===== config.mk =====
export PLATFORM = sky130hd
export DESIGN_NAME = tcw_queue
export DESIGN_NICKNAME = d
export VERILOG_FILES = /design/src/sv/tcw_pkg.sv /design/src/sv/tcw_queue.sv
export SDC_FILE = /design/constraint.sdc
export NUM_CORES = 1
export LEC_CHECK = 0
export BUFFER_PORTS_ARGS = -buffer_cell sky130_fd_sc_hd__clkbuf_2
export CORE_UTILIZATION = 45
export DETAILED_ROUTE_END_ITERATION = 10
export PLACE_DENSITY = 0.7
export SLEW_MARGIN = 40
export SYNTH_ARGS = -nofsm -noshare
export SYNTH_HDL_FRONTEND = slang
export SYNTH_SLANG_ARGS = --single-unit
export TNS_END_PERCENT = 20

===== constraint.sdc =====
create_clock -name i_clk -period 2.1 [get_ports i_clk]
set_input_delay 0.42 -clock i_clk [delete_from_list [all_inputs] [get_ports i_clk]]
set_output_delay 0.42 -clock i_clk [all_outputs]
set_load 0.005 [all_outputs]

===== src/sv/tcw_pkg.sv =====
`timescale 1ns / 1ps
// Shared constants, codes and types of the text console writer.
package tcw_pkg;

    localparam int DEF_COLUMNS     = 80;
    localparam int DEF_ROWS        = 25;
    localparam int DEF_QUEUE_DEPTH = 2;

    localparam int OPCODE_W = 2;
    localparam int CHAR_W   = 8;
    localparam int ATTR_W   = 8;
    localparam int INDEX_W  = 11;
    localparam int OFFSET_W = 11;
    localparam int CELL_W   = CHAR_W + ATTR_W;
    localparam int TAB_STEP = 8;

    localparam int APB_ADDR_W = 2;
    localparam int APB_DATA_W = 32;
    localparam logic [APB_ADDR_W-1:0] ADDR_TEXT_ATTR = '0;

    localparam logic [CHAR_W-1:0] CH_NUL       = 8'h00;
    localparam logic [CHAR_W-1:0] CH_BACKSPACE = 8'h08;
    localparam logic [CHAR_W-1:0] CH_TAB       = 8'h09;
    localparam logic [CHAR_W-1:0] CH_NEWLINE   = 8'h0A;
    localparam logic [CHAR_W-1:0] CH_RETURN    = 8'h0D;
    localparam logic [CHAR_W-1:0] CH_BLANK     = 8'h20;
    localparam logic [ATTR_W-1:0] ATTR_DEFAULT = 8'h07;

    typedef enum logic [OPCODE_W-1:0] {
        OP_PUT   = 2'd0,
        OP_CLEAR = 2'd1,
        OP_READ  = 2'd2
    } t_opcode;

    typedef enum logic [2:0] {
        CMD_PRINT,
        CMD_NEWLINE,
        CMD_RETURN,
        CMD_BACKSPACE,
        CMD_TAB,
        CMD_CLEAR,
        CMD_READ,
        CMD_NOP
    } t_cmd_kind;

    typedef struct packed {
        t_cmd_kind          kind;
        logic [CHAR_W-1:0]  ch;
        logic [INDEX_W-1:0] index;
        logic               in_range;
    } t_cmd;

endpackage


===== src/sv/tcw_queue.sv =====
`timescale 1ns / 1ps
// Short command queue between the front end and the back end.
module tcw_queue
    import tcw_pkg::*;
#(
    parameter int DEPTH = DEF_QUEUE_DEPTH
) (
    input  logic i_clk,
    input  logic i_rst_n,
    input  logic i_push,
    input  t_cmd i_data,
    output logic o_ready,
    output logic o_valid,
    output t_cmd o_data,
    input  logic i_pop
);
    localparam int PTR_W = (DEPTH > 1) ? $clog2(DEPTH) : 1;
    localparam int CNT_W = $clog2(DEPTH + 1);

    t_cmd             r_slots [DEPTH];
    logic [PTR_W-1:0] r_wr;
    logic [PTR_W-1:0] r_rd;
    logic [CNT_W-1:0] r_count;
    logic             push_ok;
    logic             pop_ok;

    assign o_ready = r_count != CNT_W'(DEPTH);
    assign o_valid = r_count != '0;
    assign o_data  = r_slots[r_rd];
    assign push_ok = i_push && o_ready;
    assign pop_ok  = i_pop && o_valid;

    always_ff @(posedge i_clk) begin
        if (!i_rst_n) begin
            r_wr    <= '0;
            r_rd    <= '0;
            r_count <= '0;
        end else begin
            if (push_ok) begin
                r_wr <= (r_wr == PTR_W'(DEPTH - 1)) ? '0 : r_wr + PTR_W'(1);
            end
            if (pop_ok) begin
                r_rd <= (r_rd == PTR_W'(DEPTH - 1)) ? '0 : r_rd + PTR_W'(1);
            end
            if (push_ok && !pop_ok) begin
                r_count <= r_count + CNT_W'(1);
            end else if (pop_ok && !push_ok) begin
                r_count <= r_count - CNT_W'(1);
            end
        end
    end

    always_ff @(posedge i_clk) begin
        if (push_ok) begin
            r_slots[r_wr] <= i_data;
        end
    end

endmodule


==> results.md <==
- Status: finished clean
- Hpwl dp: roughly 2200 µm
- Post-CTS setup buffer count: 0
- Die Y: about 67 µm
- CTS tree: built
- Global-route wire length before repair: approximately 4700 µm
- Ys Warns: 0
- Synth cell types: 19
- Overall routed net length: 3050 µm
- DRT antenna net count: 0
- Hold_buf cts: 0
- Post-Syn Area: approximately 0.0019 mm²
- Min-delay worst type: input port to flip-flop
- Clk slew on worst S/H paths: ~0.090 ns
- Number of setup violations in the final report: 0
- Min-Delay Path Depth: 1
- Worst-case reg-to-reg path depth: 6
- Critical Path AT: around 1.3 ns
- Clk sinks: 51
- Unrepaired setup endpoints after global routing: false
- Num ports: 52
- Critical path launch point type: flip-flop
- H-tree depth: 2
- Synth Instances: 95
- Synthesis-to-layout area growth: 22.7%
- Syn nets: about 120
- Seq cells post-synth: between 50 and 60
- FP Rows: 23
- Min cycle time layout: 1.76 ns
- Finished Core Util: 57.6%
- Critical path required time: 1.68 ns
- Slew at the pin closest to its max-slew limit: 0.307 ns
- Slew Viols, Final: 0
- Fin nets: roughly 180
- Diode count: 0
- Largest net degree at the start of global routing: 24
- Initial antenna violation count: 0
- Number of remaining DRC errors: 0
- Final global-route overflow total: 0
- DR pass1 iterations: 4
- Post-synth EDFFs: between 40 and 50
- Vias in the first global route: approximately 1000
- Crit. End Element: output pin
- Max clock buf depth: 2
- Ys async rst share: 0%
- Share of post-route cells with drive strength above 1: between 50% and 60%
- Lkg Pwr: about 0.90 nW
- Clock root buffer: clkbuf_8
- Rel. slew slack: around four fifths
- Starting Density: around 47%
- WHS: 0.304 ns
- Ys flop type: edfxtp_1
- Tcrit/Tclk final: 83.8%
- Crit-path max FO: 14
- Core Area: a little over 0.004 mm²
- Vias per cell: 4.93
- Post-DR wirelength/cell: approximately 15 µm
- Final Cell Area: 0.00232 mm²
- GRT Total Usage: between 10% and 20%
- Tot Pwr: approximately 2.5 mW
- Sequential share of the synthesized area: between 70% and 80%
- Placed Area: around 0.0022 mm²
- Die ar.: approximately 0.0045 mm²
- Count of final hold-check violations: 0
- Vias: about 1000
- MaxCap Viol Count: 0
- Max frequency: between 500 and 600 MHz
- Syn avg cell area: ~20 µm²
- First DRT Iteration DRCs: 24
- Die Wd: 66.9 µm
- Clock Latency Late Sink: roughly 0.30 ns
- Cts repair resizes: 0
- Final setup TNS: 0 ns
- Peak VDD IR: between 0.0006 and 0.0007 V
- Placer Congestion: between 0.6 and 0.7
- CP Class: flip-flop to output pin
- Port bufs: 51
- Num CTS Buffers: 5
- Pwr dens: 1100 mW/mm²
- Clk_skew: between 0.006 and 0.007 ns
[cells in the mapped netlist (all sizes together) (2+ instances only)]
master	count	area, µm²
edfxtp	46	1380
and2	4	25.0
mux2	23	259
a21boi	2	15.0
dfxtp	5	100
o21ai	2	10.0
buf	2	10.0
xnor2	2	17.5
[area by class of cell]
class	instances	area (µm²)
fill	343	1710
inverter	1	3.75
timing repair buffer	56	293
clock buffer	5	68.8
tap	50	62.6
multi-input combinational	41	398
sequential	51	1480
clock inverter	3	15.0
[per-stage QoR]
step,setup WS (ns),std cells
2_1_floorplan,0.526,95
3_3_place_gp,0.586,199
3_5_place_dp,0.499,199
4_1_cts,0.313,207
5_1_grt,0.276,207
6_report,0.340,207
[flip-flops by register name (all words and copies together) (netlist names), named ones only]
name / cells
r_count: 2
r_rd: 1
r_slots: 46
r_wr: 1
[where the power goes]
| group | leakage [nW] | internal, mW | switching, mW | total (mW) |
|---|---|---|---|---|
| combinational | 0.385 | 0.380 | 0.318 | 0.698 |
| sequential | 0.471 | 1.27 | 0.0582 | 1.33 |
| clock | 0.0392 | 0.226 | 0.293 | 0.519 |
[path summary, 6_finish.rpt]
check	slack, ns	from	to
setup / recovery	0.34	flip-flop	o_data[5]
hold reg to reg	0.58	r_count[1]$_SDFFE_PN0P_	r_count[1]$_SDFFE_PN0P_
hold / removal	0.30	i_data[21]	r_slots[0][21]$_DFFE_PP_
setup reg to reg	0.45	r_count[1]$_SDFFE_PN0P_	r_count[1]$_SDFFE_PN0P_
[cells in the final DEF (no fill, tap or decap), drive strengths merged, types with 2 or more instances in the layout]
cell     n
o21ai    2
buf      5
a21boi   2
clkbuf  56
dfxtp    5
and2     4
edfxtp  46
xnor2    2
clkinv   2
mux2    23
[worst max-delay path, stage by stage (launching register included)]
cell,delay [ns]
dfxtp_1,0.34
buf_4,0.23
mux2_2,0.37
clkbuf_2,0.11
[cell families (layout without fill, tap and decap cells)]
logic type	Yosys count	in the layout	share of synthesized area [%]
AOI/OAI and AO/OA	5	5	1.85
adders and majority gates	1	1	0.661
and+or+nand+nor	9	9	3.44
xor gates and xnor gates	3	3	1.39
buffers and inverters	3	65	0.727
muxes	23	23	13.7
DFF	51	51	78.3
[routing by layer]
metal	up-vias	wire length, µm	global-route usage (%)
met5	-	0	0
met1	495	1210	15.4
met2	31	1630	27.9
met4	0	42	5.59
met3	6	162	4.79
li1	488	-	-
Power figures use the tool's default switching activity.
