## src/sv/tcw_pkg.sv

```systemverilog
`timescale 1ns / 1ps
// Shared constants, codes and types of the text console writer.
package tcw_pkg;

    localparam int DEF_COLUMNS     = 80;
    localparam int DEF_ROWS        = 25;
    localparam int DEF_QUEUE_DEPTH = 2;

    localparam int OPCODE_W = 2;
    localparam int CHAR_W   = 8;
    localparam int ATTR_W   = 8;
    localparam int INDEX_W  = 11;
    localparam int OFFSET_W = 11;
    localparam int CELL_W   = CHAR_W + ATTR_W;
    localparam int TAB_STEP = 8;

    localparam int APB_ADDR_W = 2;
    localparam int APB_DATA_W = 32;
    localparam logic [APB_ADDR_W-1:0] ADDR_TEXT_ATTR = '0;

    localparam logic [CHAR_W-1:0] CH_NUL       = 8'h00;
    localparam logic [CHAR_W-1:0] CH_BACKSPACE = 8'h08;
    localparam logic [CHAR_W-1:0] CH_TAB       = 8'h09;
    localparam logic [CHAR_W-1:0] CH_NEWLINE   = 8'h0A;
    localparam logic [CHAR_W-1:0] CH_RETURN    = 8'h0D;
    localparam logic [CHAR_W-1:0] CH_BLANK     = 8'h20;
    localparam logic [ATTR_W-1:0] ATTR_DEFAULT = 8'h07;

    typedef enum logic [OPCODE_W-1:0] {
        OP_PUT   = 2'd0,
        OP_CLEAR = 2'd1,
        OP_READ  = 2'd2
    } t_opcode;

    typedef enum logic [2:0] {
        CMD_PRINT,
        CMD_NEWLINE,
        CMD_RETURN,
        CMD_BACKSPACE,
        CMD_TAB,
        CMD_CLEAR,
        CMD_READ,
        CMD_NOP
    } t_cmd_kind;

    typedef struct packed {
        t_cmd_kind          kind;
        logic [CHAR_W-1:0]  ch;
        logic [INDEX_W-1:0] index;
        logic               in_range;
    } t_cmd;

endpackage

```

## src/sv/tcw_in_if.sv

```systemverilog
`timescale 1ns / 1ps
// Input channel interface: one console command per beat.
interface tcw_in_if
    import tcw_pkg::*;
();
    logic                valid;
    logic                ready;
    logic [OPCODE_W-1:0] opcode;
    logic [CHAR_W-1:0]   char_code;
    logic [INDEX_W-1:0]  cell_index;

    modport source (output valid, output opcode, output char_code, output cell_index,
                    input ready);
    modport sink (input valid, input opcode, input char_code, input cell_index,
                  output ready);
endinterface

```

## src/sv/tcw_front.sv

```systemverilog
`timescale 1ns / 1ps
// Front end: accepts input beats and classifies them into console commands.
module tcw_front
    import tcw_pkg::*;
#(
    parameter int COLUMNS = DEF_COLUMNS,
    parameter int ROWS    = DEF_ROWS
) (
    input  logic  i_clk,
    input  logic  i_rst_n,
    tcw_in_if.sink i_in,
    input  logic  i_hold,
    output t_cmd  o_cmd,
    output logic  o_cmd_valid,
    input  logic  i_cmd_ready
);
    localparam int CELLS = ROWS * COLUMNS;

    t_cmd r_cmd;
    t_cmd n_cmd;
    logic r_valid;
    logic accept;

    assign i_in.ready  = !i_hold && (!r_valid || i_cmd_ready);
    assign accept      = i_in.valid && i_in.ready;
    assign o_cmd       = r_cmd;
    assign o_cmd_valid = r_valid;

    always_comb begin
        n_cmd          = '0;
        n_cmd.kind     = CMD_NOP;
        n_cmd.ch       = i_in.char_code;
        n_cmd.index    = i_in.cell_index;
        n_cmd.in_range = 32'(i_in.cell_index) < 32'(CELLS);
        case (t_opcode'(i_in.opcode))
            OP_PUT: begin
                case (i_in.char_code)
                    CH_NEWLINE:   n_cmd.kind = CMD_NEWLINE;
                    CH_RETURN:    n_cmd.kind = CMD_RETURN;
                    CH_BACKSPACE: n_cmd.kind = CMD_BACKSPACE;
                    CH_TAB:       n_cmd.kind = CMD_TAB;
                    default:      n_cmd.kind = CMD_PRINT;
                endcase
            end
            OP_CLEAR: n_cmd.kind = CMD_CLEAR;
            OP_READ:  n_cmd.kind = CMD_READ;
            default:  n_cmd.kind = CMD_NOP;
        endcase
    end

    always_ff @(posedge i_clk) begin
        if (!i_rst_n) begin
            r_valid <= 1'b0;
        end else if (accept) begin
            r_valid <= 1'b1;
        end else if (i_cmd_ready) begin
            r_valid <= 1'b0;
        end
    end

    always_ff @(posedge i_clk) begin
        if (accept) begin
            r_cmd <= n_cmd;
        end
    end

endmodule

```

## src/flat_wrapper.sv

```systemverilog
// flat-port wrapper written by rule: the top's interface ports become plain ports
module tcw_front_flat import tcw_pkg::*;
#(
    parameter int COLUMNS = DEF_COLUMNS,
    parameter int ROWS    = DEF_ROWS
)
  (i_clk, i_rst_n, i_hold, o_cmd, o_cmd_valid, i_cmd_ready, i_in_valid, i_in_opcode, i_in_char_code, i_in_cell_index, i_in_ready);
  tcw_in_if i_in_i ();
  input  logic i_clk;
  input  logic i_rst_n;
  input  logic i_hold;
  output t_cmd o_cmd;
  output logic o_cmd_valid;
  input  logic i_cmd_ready;
  input wire logic [$bits(i_in_i.valid)-1:0] i_in_valid;
  input wire logic [$bits(i_in_i.opcode)-1:0] i_in_opcode;
  input wire logic [$bits(i_in_i.char_code)-1:0] i_in_char_code;
  input wire logic [$bits(i_in_i.cell_index)-1:0] i_in_cell_index;
  output wire logic [$bits(i_in_i.ready)-1:0] i_in_ready;
  assign i_in_i.valid = i_in_valid;
  assign i_in_i.opcode = i_in_opcode;
  assign i_in_i.char_code = i_in_char_code;
  assign i_in_i.cell_index = i_in_cell_index;
  assign i_in_ready = i_in_i.ready;
  tcw_front #(.COLUMNS(COLUMNS), .ROWS(ROWS)) u_core (.i_clk(i_clk), .i_rst_n(i_rst_n), .i_in(i_in_i), .i_hold(i_hold), .o_cmd(o_cmd), .o_cmd_valid(o_cmd_valid), .i_cmd_ready(i_cmd_ready));
endmodule
```

## config.mk

```make
export PLATFORM = sky130hd
export DESIGN_NAME = tcw_front_flat
export DESIGN_NICKNAME = d
export VERILOG_FILES = /design/src/sv/tcw_pkg.sv /design/src/sv/tcw_in_if.sv /design/src/sv/tcw_front.sv /design/src/flat_wrapper.sv
export SDC_FILE = /design/constraint.sdc
export NUM_CORES = 1
export LEC_CHECK = 0
export ABC_AREA = 1
export BUFFER_PORTS_ARGS = -buffer_cell sky130_fd_sc_hd__buf_4
export CORE_MARGIN = 2
export CORE_UTILIZATION = 45
export CTS_CLUSTER_DIAMETER = 60
export DETAILED_ROUTE_END_ITERATION = 8
export HOLD_SLACK_MARGIN = 0.06
export PLACE_DENSITY = 0.81
export SLEW_MARGIN = 0
export SYNTH_ARGS = -nofsm -noshare
export SYNTH_HDL_FRONTEND = slang
export SYNTH_SLANG_ARGS = --single-unit
```

## constraint.sdc

```tcl
create_clock -name i_clk -period 4.3 [get_ports i_clk]
set_input_delay 0.43 -clock i_clk [delete_from_list [all_inputs] [get_ports i_clk]]
set_output_delay 0.43 -clock i_clk [all_outputs]
set_load 0.05 [all_outputs]
```

==> results of run 1 <==
-- per-layer routing --
metal / GRT usage (%) / vias up
met2: 22.75 / 31
met5: 0 / -
met1: 16.29 / 282
met3: 3.374 / 2
li1: - / 323
met4: 5.714 / 0
-- flip-flops by register name, indices dropped and copies added, names as in the netlist --
register,count
u_core.o_cmd,23
u_core.o_cmd_valid,1
-- kinds of logic after synthesis --
logic type,share of synthesized area (%)
AO/OA/AOI/OAI,1.496
flip-flops,77.28
adder cells (fa/ha/maj),2.721
buffers and inverters,4.762
AND/OR/NAND/NOR,13.74
-- report_power, final --
part | internal, mW | switching (mW) | total, mW | leakage (nW)
Combinational | 0.0339 | 0.0569 | 0.0908 | 0.373
Clock | 0.0338 | 0.0586 | 0.0924 | 0.0154
Sequential | 0.269 | 0.00249 | 0.271 | 0.223
-- metrics by stage --
stage | area [um2] | setup slack (ns) | hold WS [ns]
finish | 1361 | 2.615 | 0.3025
global route | 1361 | 2.467 | 0.2767
CTS | 1361 | 2.610 | 0.2912
detailed placement | 1335 | 2.449 | 0.6112
global placement | 1335 | 2.475 | 0.6093
floorplan | 919.6 | 2.276 | 0.5289
-- how the worst min path moves through the flow --
stage                        to  slack, ns
6_report        u_core.o_cmd[1]       0.30
4_1_cts         u_core.o_cmd[1]       0.29
2_1_floorplan  u_core.o_cmd[10]       0.53
3_3_place_gp    u_core.o_cmd[2]       0.61
5_1_grt         u_core.o_cmd[1]       0.28
3_5_place_dp    u_core.o_cmd[1]       0.61
-- area by class of cell --
class / instances / share of cell area, %
well taps: 27 / 2.482
flip-flops and latches: 24 / 52.21
multi-input cells: 32 / 12.59
clock inverters: 1 / 0.2757
inverters: 8 / 3.217
clock buffers: 3 / 1.654
repair buffers: 50 / 27.57
-- synth_stat cells --
library cell  instances
and3_1                1
bufinv_8              1
nor3b_2               1
ha_1                  2
nor2_2                1
nor2_1                7
inv_1                 6
edfxtp_1             23
o2111ai_1             1
dfxtp_1               1
nand2_1              14
nor3_1                1
inv_2                 1
nand2_2               1
o21ai_1               1
or2_1                 1
nand3_1               1
-- worst register-to-register path, delay by kind of cell, from the launching register on --
kind | cells | cell delay [ns]
buffers and inverters | 1 | 0.05
and+or+nand+nor | 2 | 0.94
DFF | 1 | 0.33
==> impl_results.md, run 1 <==
* Reg2reg end: u_core.o_cmd[4]
* Die ar. at 2421 um2
* Mean routed wirelength per cell at 10.63 um
* Worst-path fanout max at 24
* Number of fill cells in the layout at 148
* Hold depth at 1
* Ports at 51
* Wl on met1 at 557 um
* Root buf cell: clkbuf_4
* R2R depth at 3
* CP delay by family, top: simple AND/OR/NAND/NOR gates
* Detailed Place HPWL at 1.272 mm
* Fmax at 593.6 MHz
* Mapped Area at 919.6 um2
* Drt first-iter violations at 4
* Worst Skew at 0.001490 ns
* Nets@finish at ~150
* Non-Filler Instances at between 100 and 150
* Slowest cell on crit path: nor3b_4
* Setup violators final at 0
* Register area share after synthesis at 77.28%
* Mapped Avg Cell Area at roughly 14 um2
* Final WL at 1.542 mm
* Static Leak at 0.6120 nW
* Met2 wire length at 831 um
* Number of remaining DRC errors at 0
* Post-CTS Hold Fix Bufs at 0
* Crit Path Class: reg2reg
* CTS sink cnt at 24
* GR Overflow Total at 0
* Core box area at ~2000 um2
* TritonCTS buffer count at 3
* Crit path depth at 3
* WP data required at roughly 4.2 ns
* RD Place Congestion at 0.6668
* Clock Path Buffers at 2
* Antenna-violating nets left at 0
* First-pass GRT wire length at 2.401 mm
* RR Startpoint: u_core.o_cmd_valid
* Area grow syn2layout at 48.03%
* Tot GR Track Use at 13.47%
* Vias per inst at 4.400
* Most frequent cells in the layout: 50 x buf_4, 23 x edfxtp_1, 14 x nand2_1, 7 x nor2_1, 6 x inv_1
* Clk_lat worst skew at 0.30 ns
* Worst slew pin tran at 1.063 ns
* Die height at 49.21 um
* Critical path startpoint category: flip-flop
* Met3 Wirelength at 146 um
* Worst VDD drop at 0.0001923 V
* CTS HTree Levels at 1
* Setup crit end: u_core.o_cmd[4]
* Dpl cells at 141
* CTS tree: built
* Multi-input logic area at about 170 um2
* YS warnings at 0
* Pwr Total at 454.3 uW
* Fin Setup TNS at 0 ns
* Max stage delay on crit path at 0.87 ns
* CTS resizes at 0
* Synth area leaders: edfxtp_1 75%, nand2_1 5.7%, nor2_1 2.9%
* Fin. max-slew vios at 0
* Post-route minimum period at 1.685 ns
* Drt pass-1 iters at 4
* Initial antenna violation count at 0
* Worst hold path class: in2reg
* Max-cap violation count at 0
* Vias at roughly 640
* Worst Path Arrival at around 1.6 ns
* Cells along the critical path: inv_1 > nor2_1 > nor3b_4
* Slew HR at 29.04%
* Initial core utilization at 47.36%
* Antenna diodes at 0
* Yosys top cell by area: edfxtp_1
* Cell area power density at 333.7 nW/um2
* Crit path from: u_core.o_cmd_valid
* Number of global-route vias before repair at 556
* Synth cell types at 17
* Final Core Density at 70.10%
* Die width at 49.21 um
* Min-delay src: i_in_cell_index[0]
* Final hold viol count at 0
* CP Capture Type: flip-flop
* Commonest non-fill, non-tap cell in the layout: buf_4
* CP bufs+invs at 1
* Post-synthesis cell count at 64
* Post-CTS setup buffers at 0
* Worst R2R Setup Slack at 2.62 ns
* RSZ-0062 raised after global routing: false
* Layout cells sized above 1 at 49.15%
* DR top layer: met4
* Top-area cell type share of the netlist area at 75.10%
* Pin count of the biggest net entering global routing at 25
* Clock Pin Slew Worst Setup and Hold Paths at between 0.1 and 0.15 ns
* Tcrit/Tclk final at between 30% and 40%
* Yosys reg bits at 24
* FF+latch area at 710.7 um2
* Rows at 16
* Post-Syn Nets at 92
* Port bufs at 50
* Outcome: complete, no violations
(Power assumes the default switching activity.)
==> run 2, diff against run 1 <==
CORE_UTILIZATION = 42   (was 45)
PLACE_DENSITY = 0.76   (was 0.81)
clock period = 1.65 ns   (was 4.3 ns; I/O delays follow)
==> run 2 against run 1 <==
Net effect:
- hold slack lost 0.088 ns
- largest power group unchanged
- final cell count grew 14%
- total power grew to 2.7 times the previous value
- clock power grew to 2.7 times the previous value
- flip-flop and latch count is the same
- global-route usage grew 2.1 points
- largest cell class unchanged
- via count grew 17%
- count of clock-buffer cells in the layout is the same
==> impl_results.md, run 2 (synthesis results as in run 1) <==
* Worst Path Arrival at 1.19 ns
* Crit path from: u_core.o_cmd_valid
* Nets@finish at 168
* Tot GR Track Use at 15.55%
* RR Startpoint: u_core.o_cmd_valid
* Fin. max-slew vios at 0
* Fmax at 737.8 MHz
* Port bufs at 50
* Setup violators final at 0
* GR Overflow Total at 0
* Number of fill cells in the layout at 130
* Combinational group share of total power at a little under a quarter
* Setup crit end: i_in_ready
* Detailed Place HPWL at between 1 and 1.5 mm
* RSZ-0062 raised after global routing: false
* Vias per inst at between 4 and 5
* CTS sink cnt at 24
* Initial core utilization at 45.48%
* Rows at 16
* Crit Path Class: reg2out
* Slew HR at 80.35%
* Worst hold path class: in2reg
* Root buf cell: clkbuf_4
* Critical path startpoint category: flip-flop
* RD Place Congestion at ~0.7
* Layout cells sized above 1 at between 40% and 50%
* Dpl cells at 142
* Initial antenna violation count at 0
* Final hold viol count at 0
* WP data required at 1.48 ns
* Max reg flops at 23
* Die width at 50.80 um
* Commonest non-fill, non-tap cell in the layout: buf_4
* Placed cell area at 1344 um2
* Worst-path fanout max at 3
* Hold slack at between 0.2 and 0.25 ns
* Worst Skew at 0.001476 ns
* Final instance area at 1570 um2
* TritonCTS buffer count at 3
* Int Power at 908.3 uW
* Area grow syn2layout at 70.75%
* Pin count of the biggest net entering global routing at 25
* Clock Pin Slew Worst Setup and Hold Paths at 0.12 ns
* Net Sw Frac at 26.14%
* Post-route minimum period at around 1.4 ns
* Worst R2R Setup Slack at 0.40 ns
* Ports at 51
* Mean routed wirelength per cell at 11.45 um
* Final WL at about 1.9 mm
* Clock share of power at 19.9%
* Die height at around 50 um
* Reg2reg end: u_core.o_cmd[17]
* Drt pass-1 iters at 3
* Core box area at 2022 um2
* Outcome: complete, no violations
* Non-Filler Instances at approximately 170
* CTS tree: built
* Clock Path Buffers at 2
* NetSw at around 320 uW
* Sequential Power Share at 57.4%
* CTS HTree Levels at 1
* Antenna-violating nets left at 0
* CP Capture Type: output pin
* Number of global-route vias before repair at just under 700
* Number of remaining DRC errors at 0
* Most frequent cells in the layout: 51 x buf_4, 23 x edfxtp_1, 20 x dlygate4sd3_1, 14 x nand2_1, 7 x nor2_1
* Cell area power density at 783.2 nW/um2
* First-pass GRT wire length at 2.884 mm
* Fin Setup TNS at 0 ns
* Clk_lat worst skew at 0.30 ns
* R2R depth at 4
* Die ar. at 2580 um2
* Static Leak at 0.7009 nW
* Final Core Density at between 70% and 80%
* Drt first-iter violations at 11
* Worst slew pin tran at 0.2937 ns
* Tcrit/Tclk final at 82.15%
* Vias at 744
* Max-cap violation count at 0
* Antenna diodes at 0
* Worst VDD drop at 0.0006046 V
run 2: layout make-up:
| type | count | area (um2) | share of cell area (%) |
|---|---|---|---|
| timing repair buffer | 71 | 583.1 | 37.13 |
| tap | 27 | 33.78 | 2.151 |
| inverter | 8 | 43.79 | 2.789 |
| clock buffer | 3 | 22.52 | 1.434 |
| clock inverter | 1 | 3.754 | 0.2390 |
| sequential | 24 | 711.9 | 45.34 |
| multi-input combinational | 32 | 171.4 | 10.92 |
run 2: power groups by stage:
stage	Combinational [mW]	Sequential (mW)	Clock [mW]
after CTS	0.277	0.706	0.251
after global routing	0.296	0.709	0.275
after global placement	0.237	0.720	0
after floorplan	0.0449	0.813	0
after detailed placement	0.240	0.721	0
final	0.279	0.706	0.245
run 2: critical path, cell delays in order (launching register included):
cell and delay [ns]:
dfxtp_2 0.34, inv_1 0.03, nor2_1 0.23, nor2_1 0.08, buf_4 0.20
run 2: layer usage:
| layer | part of all wire (%) | track usage, % | wire (um) |
|---|---|---|---|
| met5 | 0 | 0 | 0 |
| met4 | 1.4 | 6.757 | 26 |
| met3 | 8.4 | 3.274 | 160 |
| met2 | 54 | 31.14 | 1030 |
| met1 | 36 | 14.79 | 684 |
run 2: worst min-delay path by stage:
stage                       start                 end  slack [ns]  cells past startpoint
2_1_floorplan  i_in_cell_index[9]    u_core.o_cmd[10]        0.26                      0
3_3_place_gp   i_in_cell_index[2]     u_core.o_cmd[3]        0.34                      1
3_5_place_dp   i_in_cell_index[3]     u_core.o_cmd[4]        0.35                      1
4_1_cts         i_in_char_code[0]    u_core.o_cmd[12]        0.06                      1
5_1_grt               i_cmd_ready  u_core.o_cmd_valid        0.21                      4
6_report              i_cmd_ready  u_core.o_cmd_valid        0.21                      4
run 2: per-stage QoR:
stage	power (mW)	setup slack [ns]
floorplan	0.8579	0.005872
global placement	0.9565	0.4334
detailed placement	0.9610	0.4057
CTS	1.234	0.2968
global route	1.280	0.1910
finish	1.230	0.2946
run 2: what timing repair did:
action                    4_1_cts  5_1_grt
gates resized for setup         0        0
hold endpoints to repair       19        1
setup buffers                   0        0
hold buffers                   19        1
